--- src/hdl/crpn_pkg.sv ---
`timescale 1ns / 1ps
// ----------------------------------------------------------------------------
// crpn_pkg: shared types and constants
// Operation codes, widths and status codes of the complex RPN evaluator.
// ----------------------------------------------------------------------------
package crpn_pkg;

  localparam int STACK_DEPTH   = 16;
  localparam int FRACTION_BITS = 16;
  localparam int PTR_W         = $clog2(STACK_DEPTH);
  localparam int CNT_W         = $clog2(STACK_DEPTH + 1);
  localparam int CFG_IDX_W     = 1;
  // Quotient magnitude limit before the fraction steps.
  localparam int QLIM_W        = 31 - FRACTION_BITS;

  typedef enum logic [3:0] {
    OP_PUSHC = 4'd0,
    OP_PUSHZ = 4'd1,
    OP_ADD   = 4'd2,
    OP_SUB   = 4'd3,
    OP_MUL   = 4'd4,
    OP_DIV   = 4'd5,
    OP_DUP   = 4'd6,
    OP_DROP  = 4'd7,
    OP_CONJ  = 4'd8,
    OP_NEG   = 4'd9
  } op_t;

  typedef enum logic [1:0] {
    ST_OK    = 2'd0,
    ST_UNDER = 2'd1,
    ST_OVER  = 2'd2,
    ST_DIVZ  = 2'd3
  } status_t;

  localparam logic [CFG_IDX_W-1:0] REG_Z_REAL = 1'b0;
  localparam logic [CFG_IDX_W-1:0] REG_Z_IMAG = 1'b1;

  // Divider request and response between the sequencer and the divider.
  typedef struct packed {
    logic        start;
    logic [63:0] num;
    logic [63:0] den;
  } div_req_t;

  typedef struct packed {
    logic        done;
    logic        ovf;
    logic [31:0] quo;
  } div_rsp_t;

endpackage

--- src/hdl/crpn_div.sv ---
`timescale 1ns / 1ps
// ----------------------------------------------------------------------------
// crpn_div: restoring magnitude divider
// Unsigned 64 by 64 bit division, one quotient bit per cycle; reports
// whether the integer part overflows and the truncated fixed-point result.
// ----------------------------------------------------------------------------
module crpn_div (
  input  logic                clk,
  input  logic                rst_n,
  input  crpn_pkg::div_req_t  req,
  output crpn_pkg::div_rsp_t  rsp
);

  localparam int STEPS = 64 + crpn_pkg::FRACTION_BITS;
  localparam int SC_W  = $clog2(STEPS + 1);

  logic [63:0]     den_r;
  logic [63:0]     num_r, num_nxt;
  logic [64:0]     rem_r, rem_nxt;
  logic [63:0]     quo_r, quo_nxt;
  logic [SC_W-1:0] cnt_r;
  logic            busy_r, done_r;
  logic            ovf_r;
  logic [64:0]     trial;

  // One shift-subtract step over the numerator bits then the fraction zeros.
  always_comb begin
    trial   = {rem_r[63:0], num_r[63]};
    num_nxt = {num_r[62:0], 1'b0};
    if (trial >= {1'b0, den_r}) begin
      rem_nxt = trial - {1'b0, den_r};
      quo_nxt = {quo_r[62:0], 1'b1};
    end else begin
      rem_nxt = trial;
      quo_nxt = {quo_r[62:0], 1'b0};
    end
  end

  always_ff @(posedge clk) begin
    if (!rst_n) begin
      busy_r <= 1'b0;
      done_r <= 1'b0;
      cnt_r  <= '0;
    end else begin
      done_r <= 1'b0;
      if (req.start) begin
        busy_r <= 1'b1;
        cnt_r  <= '0;
      end else if (busy_r) begin
        cnt_r <= cnt_r + 1'b1;
        if (cnt_r == SC_W'(STEPS - 1)) begin
          busy_r <= 1'b0;
          done_r <= 1'b1;
        end
      end
    end
  end

  // Every quotient bit passes bit 31 on its way up, so a sticky copy of that
  // bit catches quotients of 2^31 or more even once they leave the register.
  always_ff @(posedge clk) begin
    if (req.start) begin
      den_r <= req.den;
      num_r <= req.num;
      rem_r <= '0;
      quo_r <= '0;
      ovf_r <= 1'b0;
    end else if (busy_r) begin
      num_r <= num_nxt;
      rem_r <= rem_nxt;
      quo_r <= quo_nxt;
      ovf_r <= ovf_r | quo_r[31];
    end
  end

  // Full quotient holds FRACTION_BITS fraction bits; its integer part must
  // stay below 2^(31-FRACTION_BITS).
  assign rsp.done = done_r;
  assign rsp.ovf  = ovf_r | quo_r[31];
  assign rsp.quo  = quo_r[31:0];

endmodule

--- config.mk ---
export PLATFORM = sky130hd
export DESIGN_NAME = crpn_div
export DESIGN_NICKNAME = d
export VERILOG_FILES = /design/src/hdl/crpn_pkg.sv /design/src/hdl/crpn_div.sv
export SDC_FILE = /design/constraint.sdc
export NUM_CORES = 1
export LEC_CHECK = 0
export BUFFER_PORTS_ARGS = -buffer_cell sky130_fd_sc_hd__buf_2
export CAP_MARGIN = 20
export CORE_UTILIZATION = 35
export CTS_CLUSTER_DIAMETER = 120
export DETAILED_ROUTE_END_ITERATION = 10
export PLACE_DENSITY = 0.61
export SETUP_SLACK_MARGIN = 0.02
export SYNTH_ARGS = -nofsm -noshare
export SYNTH_HDL_FRONTEND = slang
export SYNTH_SLANG_ARGS = --single-unit
--- constraint.sdc ---
create_clock -name clk -period 2.9 [get_ports clk]
set_clock_uncertainty 0.05 [all_clocks]
set_input_delay 0.58 -clock clk [delete_from_list [all_inputs] [get_ports clk]]
set_output_delay 0.58 -clock clk [all_outputs]
set_load 0.02 [all_outputs]
==> results of run 1 <==
-- per-layer routing --
metal  vias to the layer above  routed length [um]
li1                       5583                   -
met1                      5465               16600
met2                       348               18400
met3                        90                2600
met4                         8                1320
met5                         -                  34
-- placed cells by master (no fill, tap or decap), drive strengths merged, types with 25 or more instances in the layout --
cell / instances
nor3: 25
a211oi: 49
nand2: 97
buf: 417
nand4: 30
edfxtp: 128
ha: 65
a21o: 33
o21ai: 68
xnor2: 35
dfxtp: 106
nor2: 138
a21oi: 120
inv: 88
mux2: 63
clkbuf: 50
mux2i: 45
-- what timing repair did --
action                                  4_1_cts  5_1_grt
endpoints found under the setup margin       64       65
endpoints found under the hold margin         0        0
gates cloned                                  3       14
buffers inserted                             35       30
gates resized for setup                     121      237
pin swaps                                    60      153
-- kinds of logic after synthesis --
group | Yosys count | share of synthesized area, %
flip-flops | 234 | 45.1
multiplexers | 108 | 8.78
AND/OR/NAND/NOR | 352 | 12.1
AO/OA/AOI/OAI | 350 | 16.7
buffers and inverters | 200 | 7.02
adder cells (fa/ha/maj) | 66 | 6.31
XOR/XNOR | 59 | 3.91
-- sequential cells by signal (all words and copies together), names as in the netlist --
name,count
quo_r,32
num_r,64
den_r,64
ovf_r,1
rem_r,64
done_r,1
cnt_r,7
busy_r,1
-- path summary, 6_finish.rpt --
path	to	slack (ns)	cells after the start
worst max-delay path	rem_r[20]	-0.14	15
worst min-delay path	den_r[62]	0.13	1
worst max register to register	rem_r[20]	-0.14	15
worst min register to register	ovf_r	0.41	2
-- stage by stage --
| stage | instance area [um2] | power [mW] | setup slack [ns] | utilization [%] |
|---|---|---|---|---|
| detailed placement | 15600 | 6.10 | -0.347 | 42.3 |
| global placement | 15600 | 6.08 | -0.283 | 42.3 |
| CTS | 17600 | 10.1 | -0.0595 | 47.7 |
| global route | 19100 | 11.1 | -0.279 | 51.7 |
| finish | 19100 | 10.6 | -0.140 | 51.7 |
| floorplan | 13200 | 5.24 | 0.0222 | - |
-- area by class of cell --
type / count / area share [%]
Antenna cell: 2 / 0.0263
Clock buffer: 38 / 4.08
Clock inverter: 14 / 0.926
Inverter: 88 / 1.75
Multi-Input combinational cell: 935 / 41.0
Sequential cell: 234 / 31.3
Tap cell: 504 / 3.31
Timing Repair Buffer: 429 / 17.6
-- where the power goes --
group | internal [mW] | leakage [nW] | switching [mW]
clock | 2.15 | 0.460 | 1.46
sequential | 3.77 | 2.13 | 0.133
combinational | 1.54 | 5.32 | 1.55
==> summary.md, run 1 <==
• **share of the cycle needed by the critical path after routing** 105%
• **run status** finished, violations left
• **via-per-instance ratio** 5.12
• **clock root buffer** sky130_fd_sc_hd__clkbuf_16
• **beginning of the critical path** den_r[0]
• **final count of negative-setup-slack endpoints** 43
• **# DRC** 0
• **final setup TNS** -2.79 ns
• **Skew-Pair Late Insertion Delay** 0.57 ns
• **Antenna Violating Nets Remaining** 0
• **fraction of final layout cells with drive strength greater than 1** 44.9%
• **busiest layer in global routing** met2
• **final net count** 1913
• **Cell Chain, Critical Path** ha_4 -> fa_2 -> nor2b_2 -> o2111ai_1 -> nand2_1 -> a21oi_4 -> buf_6 -> buf_4 -> o21ai_4 -> a31oi_4 -> o21a_1 -> o21ai_2 -> xnor2_1 -> o21ai_1 -> a22o_1
• **areal power density over the cells** 557 mW/mm2
• **Die Footprint** 0.0385 mm2
• **htree depth** 1
• **total clock buffers created by CTS** 28
• **cell with the most instances after synthesis** sky130_fd_sc_hd__nor2_1
• **total of flip-flops plus latches after synthesis** 234
• **type of the tightest min-delay check** in -> reg
• **Filler Cells Inserted** 3195
• **Peak supply drop** 480 uV
• **global-route wire length before repair** 57700 um
• **Worst Path Buf+Inv** 2
• **I/O pin count** 165
• **type of the worst setup path** reg -> reg
• **TritonCTS clock tree** done
• **number of rows created at floorplan** 70
• **half-perimeter wire length after placement** 24600 um
• **count of vias placed by the detailed router** 11500
• **violations in the final reports** negative setup slack
• **pin count of the biggest net entering global routing** 93
• **Syn Nets** 1566
• **top fanout value on the critical path** 3
• **final critical-path setup slack** -0.140 ns
• **Max Clock Freq** 329 MHz
• **Initial DRT Pass Iterations** 7
• **crit-path leading delay family** compound AO/OA/AOI/OAI gates
• **Routed WL per cell** 17.4 um
• **detailed router's first-iteration violation count** 774
• **final weighted congestion in routability-driven placement** 0.899
• **reg2reg start** den_r[0]
• **part of the Yosys area used for sequential elements** 45.1%
• **Slew @ Worst Pin** 0.787 ns
• **startpoint of the most critical hold path** req[62]
• **final wirelength** 38900 um
• **met3 usage in global routing** 4.68%
• **met1 capacity usage during global routing** 23.1%
• **top cell types by occurrence after synthesis** 137 x sky130_fd_sc_hd__nor2_1, 128 x sky130_fd_sc_hd__edfxtp_1, 119 x sky130_fd_sc_hd__a21oi_1
• **Lkg Pwr** 7.92 nW
• **deepest clock path buffer count** 3
• **unrepaired setup endpoints after global routing** true
• **placed insts** 2113
• **flip-flop and latch area** 0.00597 mm2
• **initial standard-cell utilization of the core** 35.8%
• **number of synthesized flops with an enable pin** 128
• **critical path arrival** 3.45 ns
• **element type at the critical path end** flop
• **Yosys top cell area share** 29.1%
• **Main synth FF type** sky130_fd_sc_hd__edfxtp_1
• **delay of the slowest cell on the worst path** 0.41 ns
• **antenna violations before repair** 5
• **Async SR Flop Fraction** 0%
• **Post-Syn Area** 0.0132 mm2
• **number of max-slew violations in the final report** 0
• **syn avg cell area** 9.65 um2
• **die width** 196 um
• **Clk pin slew, worst setup/hold paths** 0.06 ns
• **top cell type by total area after synthesis** sky130_fd_sc_hd__edfxtp_1
• **Final Hold Slack** 0.132 ns
• **main area contributors after synthesis** sky130_fd_sc_hd__edfxtp_1 29%, sky130_fd_sc_hd__dfxtp_1 16%, sky130_fd_sc_hd__ha_1 6.2%, sky130_fd_sc_hd__mux2_2 5.4%, sky130_fd_sc_hd__a21oi_1 4.5%
• **multi-input combinational cell area** 0.00782 mm2
• **total of hold buffers inserted after clock tree synthesis** 0
• **core area** 0.0369 mm2
• **required time worst endpoint** 3.31 ns
• **final std cells w/o fill** 2244
• **element type at the critical path start** flop
• **count of input and output buffers** 164
• **met2 track demand over resource in global routing** 31.1%
• **combined global-route utilization of all metal layers** 18.5%
• **total clock sinks** 234
• **Die Span Y** 196 um
• **min cycle time layout** 3.04 ns
• **number of maximum-capacitance constraint violations** 0
• **vias in the first global route** 11200
• **worst slew margin relative to its limit** 47.5%
• **number of warnings printed during yosys synthesis** 0
• **count of unique library cells instantiated by Yosys** 71
• **leftover overflow at the end of global routing** 0
• **final hold violations** 0
• **cell at the slowest stage of the critical path** sky130_fd_sc_hd__edfxtp_1
• **area growth from synthesis to layout** 44.2%
• **synthesized instance count** 1369
Power figures use the tool's default switching activity.
==> inputs of run 2 (changes only) <==
--- a/config.mk
+++ b/config.mk
@@ -11,6 +11,7 @@
 export CTS_CLUSTER_DIAMETER = 120
 export DETAILED_ROUTE_END_ITERATION = 10
 export PLACE_DENSITY = 0.61
+export RECOVER_POWER = 25
 export SETUP_SLACK_MARGIN = 0.02
 export SYNTH_ARGS = -nofsm -noshare
 export SYNTH_HDL_FRONTEND = slang
==> summary.md, run 2 (synthesis results as in run 1) <==
• **run status** finished, violations left, unchanged
• **violations in the final reports** negative setup slack, unchanged
• **Comb power frac** 29.2%, about the same
• **type of the worst setup path** reg -> reg, unchanged
• **Lkg Pwr** 7.91 nW, was 7.92 nW
• **required time worst endpoint** 3.31 ns, about the same
• **vias in the first global route** 11200, unchanged
• **antenna violations before repair** 5, unchanged
• **multi-input combinational cell area** 0.00782 mm2, unchanged
• **placed insts** 2113, unchanged
• **Clk pin slew, worst setup/hold paths** 0.06 ns, about the same
• **leftover overflow at the end of global routing** 0, unchanged
• **Routed WL per cell** 17.4 um, about the same
• **total clock buffers created by CTS** 28, unchanged
• **final wirelength** 38900 um, about the same
• **Cell Chain, Critical Path** ha_4 -> fa_2 -> nor2b_2 -> o2111ai_1 -> nand2_1 -> a21oi_4 -> buf_6 -> buf_4 -> o21ai_4 -> a31oi_4 -> o21a_1 -> o21ai_2 -> xnor2_1 -> o21ai_1 -> a22o_1, unchanged
• **worst slew margin relative to its limit** 47.6%, was 47.5%
• **overall power after layout** 10.6 mW, about the same
• **area growth from synthesis to layout** 44.2%, about the same
• **Filler Cells Inserted** 3191, was 3195
• **type of the tightest min-delay check** in -> reg, unchanged
• **clock power share** 34.0%, was 34.1%
• **count of input and output buffers** 164, unchanged
• **global-route wire length before repair** 57700 um, unchanged
• **startpoint of the most critical hold path** req[62], unchanged
• **Hold Crit Endpoint** den_r[62], unchanged
• **Slew @ Worst Pin** 0.787 ns, about the same
• **final net count** 1913, unchanged
• **fraction of final layout cells with drive strength greater than 1** 44.7%, was 44.9%
• **combined global-route utilization of all metal layers** 18.5%, unchanged
• **final core utilization** 51.7%, about the same
• **leading cell type in the layout, fill and taps excluded** sky130_fd_sc_hd__buf_4, unchanged
• **number of maximum-capacitance constraint violations** 0, unchanged
• **cell at the slowest stage of the critical path** sky130_fd_sc_hd__edfxtp_1, unchanged
• **Die Span Y** 196 um, unchanged
• **final std cells w/o fill** 2244, unchanged
• **final hold violations** 0, unchanged
• **I/O pin count** 165, unchanged
• **biggest registers after layout** den_r: 64 flops, num_r: 64 flops, rem_r: 64 flops, unchanged
• **element type at the critical path start** flop, unchanged
• **total clock sinks** 234, unchanged
• **Net Sw Power** 3.14 mW, was 3.15 mW
• **final critical-path setup slack** -0.143 ns, was -0.140 ns
• **end of the worst register-to-register path** rem_r[20], unchanged
• **reg2reg start** den_r[0], unchanged
• **delay of the slowest cell on the worst path** 0.41 ns, about the same
• **final setup TNS** -2.65 ns, was -2.79 ns
• **unrepaired setup endpoints after global routing** true, unchanged
• **fraction of power spent switching nets** 29.6%, about the same
• **die width** 196 um, unchanged
• **core area** 0.0369 mm2, unchanged
• **internal power component** 7.47 mW, about the same
• **critical path arrival** 3.45 ns, about the same
• **Max Clock Freq** 329 MHz, about the same
• **final weighted congestion in routability-driven placement** 0.899, unchanged
• **FF-to-FF setup slack** -0.14 ns, about the same
• **element type at the critical path end** flop, unchanged
• **min cycle time layout** 3.04 ns, about the same
• **initial standard-cell utilization of the core** 35.8%, unchanged
• **number of max-slew violations in the final report** 0, unchanged
• **Skew-Pair Late Insertion Delay** 0.57 ns, about the same
• **areal power density over the cells** 557 mW/mm2, about the same
• **leading cell types in the layout, fill and taps excluded** 210 x sky130_fd_sc_hd__buf_4, 159 x sky130_fd_sc_hd__buf_2, 128 x sky130_fd_sc_hd__edfxtp_1, 114 x sky130_fd_sc_hd__nor2_1, 105 x sky130_fd_sc_hd__dfxtp_1, was 210 x sky130_fd_sc_hd__buf_4, 163 x sky130_fd_sc_hd__buf_2, 128 x sky130_fd_sc_hd__edfxtp_1, 114 x sky130_fd_sc_hd__nor2_1, 105 x sky130_fd_sc_hd__dfxtp_1
• **Initial DRT Pass Iterations** 5, was 7
• **# DRC** 0, unchanged
• **fraction of power consumed by sequential logic** 36.8%, about the same
• **deepest clock path buffer count** 3, unchanged
• **length in cells of the worst reg-to-reg path** 15, unchanged
• **share of the cycle needed by the critical path after routing** 105%, about the same
• **htree depth** 1, unchanged
• **number of rows created at floorplan** 70, unchanged
• **flip-flop and latch area** 0.00597 mm2, unchanged
• **detailed router's first-iteration violation count** 819, was 774
• **Die Footprint** 0.0385 mm2, unchanged
• **pin count of the biggest net entering global routing** 93, unchanged
• **Antenna Violating Nets Remaining** 0, unchanged
• **TritonCTS clock tree** done, unchanged
• **Final Hold Slack** 0.133 ns, was 0.132 ns
• **Peak supply drop** 477 uV, was 480 uV
• **clock root buffer** sky130_fd_sc_hd__clkbuf_16, unchanged
• **top fanout value on the critical path** 3, unchanged
• **final count of negative-setup-slack endpoints** 41, was 43
• **total of hold buffers inserted after clock tree synthesis** 0, unchanged
• **half-perimeter wire length after placement** 24600 um, unchanged
• **number of cells traversed by the worst hold path** 1, unchanged
• **via-per-instance ratio** 5.14, was 5.12
• **count of vias placed by the detailed router** 11500, about the same
[run 2: layer usage]
metal	track usage, %	share of wire, %	routed length (um)
met5	0	0.087	34
met2	31.1	47	18400
met1	23.1	43	16700
met3	4.68	6.6	2560
met4	5.67	3.3	1280
[run 2: area by class of cell]
class	count	share of cell area, %
Clock buffer	38	4.08
Tap cell	504	3.31
Clock inverter	14	0.926
Timing Repair Buffer	429	17.5
Sequential cell	234	31.3
Multi-Input combinational cell	935	41.0
Inverter	88	1.75
Antenna cell	2	0.0263
[run 2: power groups by stage]
| stage | clock network, mW | registers [mW] | logic [mW] |
|---|---|---|---|
| after floorplan | 0 | 3.91 | 1.33 |
| after global placement | 0 | 3.94 | 2.14 |
| after detailed placement | 0 | 3.94 | 2.16 |
| after CTS | 3.72 | 3.89 | 2.47 |
| after global routing | 3.83 | 3.93 | 3.32 |
| final | 3.61 | 3.90 | 3.10 |
[run 2: worst max path at each step]
| stage | start | to | slack, ns | cells after the start |
|---|---|---|---|---|
| floorplan | den_r[30] | rem_r[59] | 0.02 | 16 |
| global placement | den_r[19] | rem_r[58] | -0.28 | 13 |
| detailed placement | den_r[17] | rem_r[58] | -0.35 | 14 |
| CTS | den_r[15] | rem_r[59] | -0.06 | 13 |
| global route | den_r[0] | rem_r[62] | -0.28 | 14 |
| finish | den_r[0] | rem_r[20] | -0.14 | 15 |
[run 2: stage by stage]
| stage | area [um2] | setup WS [ns] |
|---|---|---|
| global placement | 15600 | -0.283 |
| global route | 19000 | -0.279 |
| finish | 19100 | -0.143 |
| detailed placement | 15600 | -0.347 |
| floorplan | 13200 | 0.0222 |
| CTS | 17600 | -0.0595 |
[run 2: what timing repair did]
action	4_1_cts	5_1_grt
gates cloned	3	14
buffers inserted	35	30
pin swaps	60	153
setup endpoints to repair	64	65
resized for setup	121	237
[run 2: critical path: cells and delay by family, from the launching register on]
family	cells	cell delay, ns
XOR/XNOR	1	0.13
adder cells (fa/ha/maj)	2	0.55
AO/OA/AOI/OAI	8	1.15
flip-flops	1	0.41
buffers and inverters	2	0.29
AND/OR/NAND/NOR	2	0.35
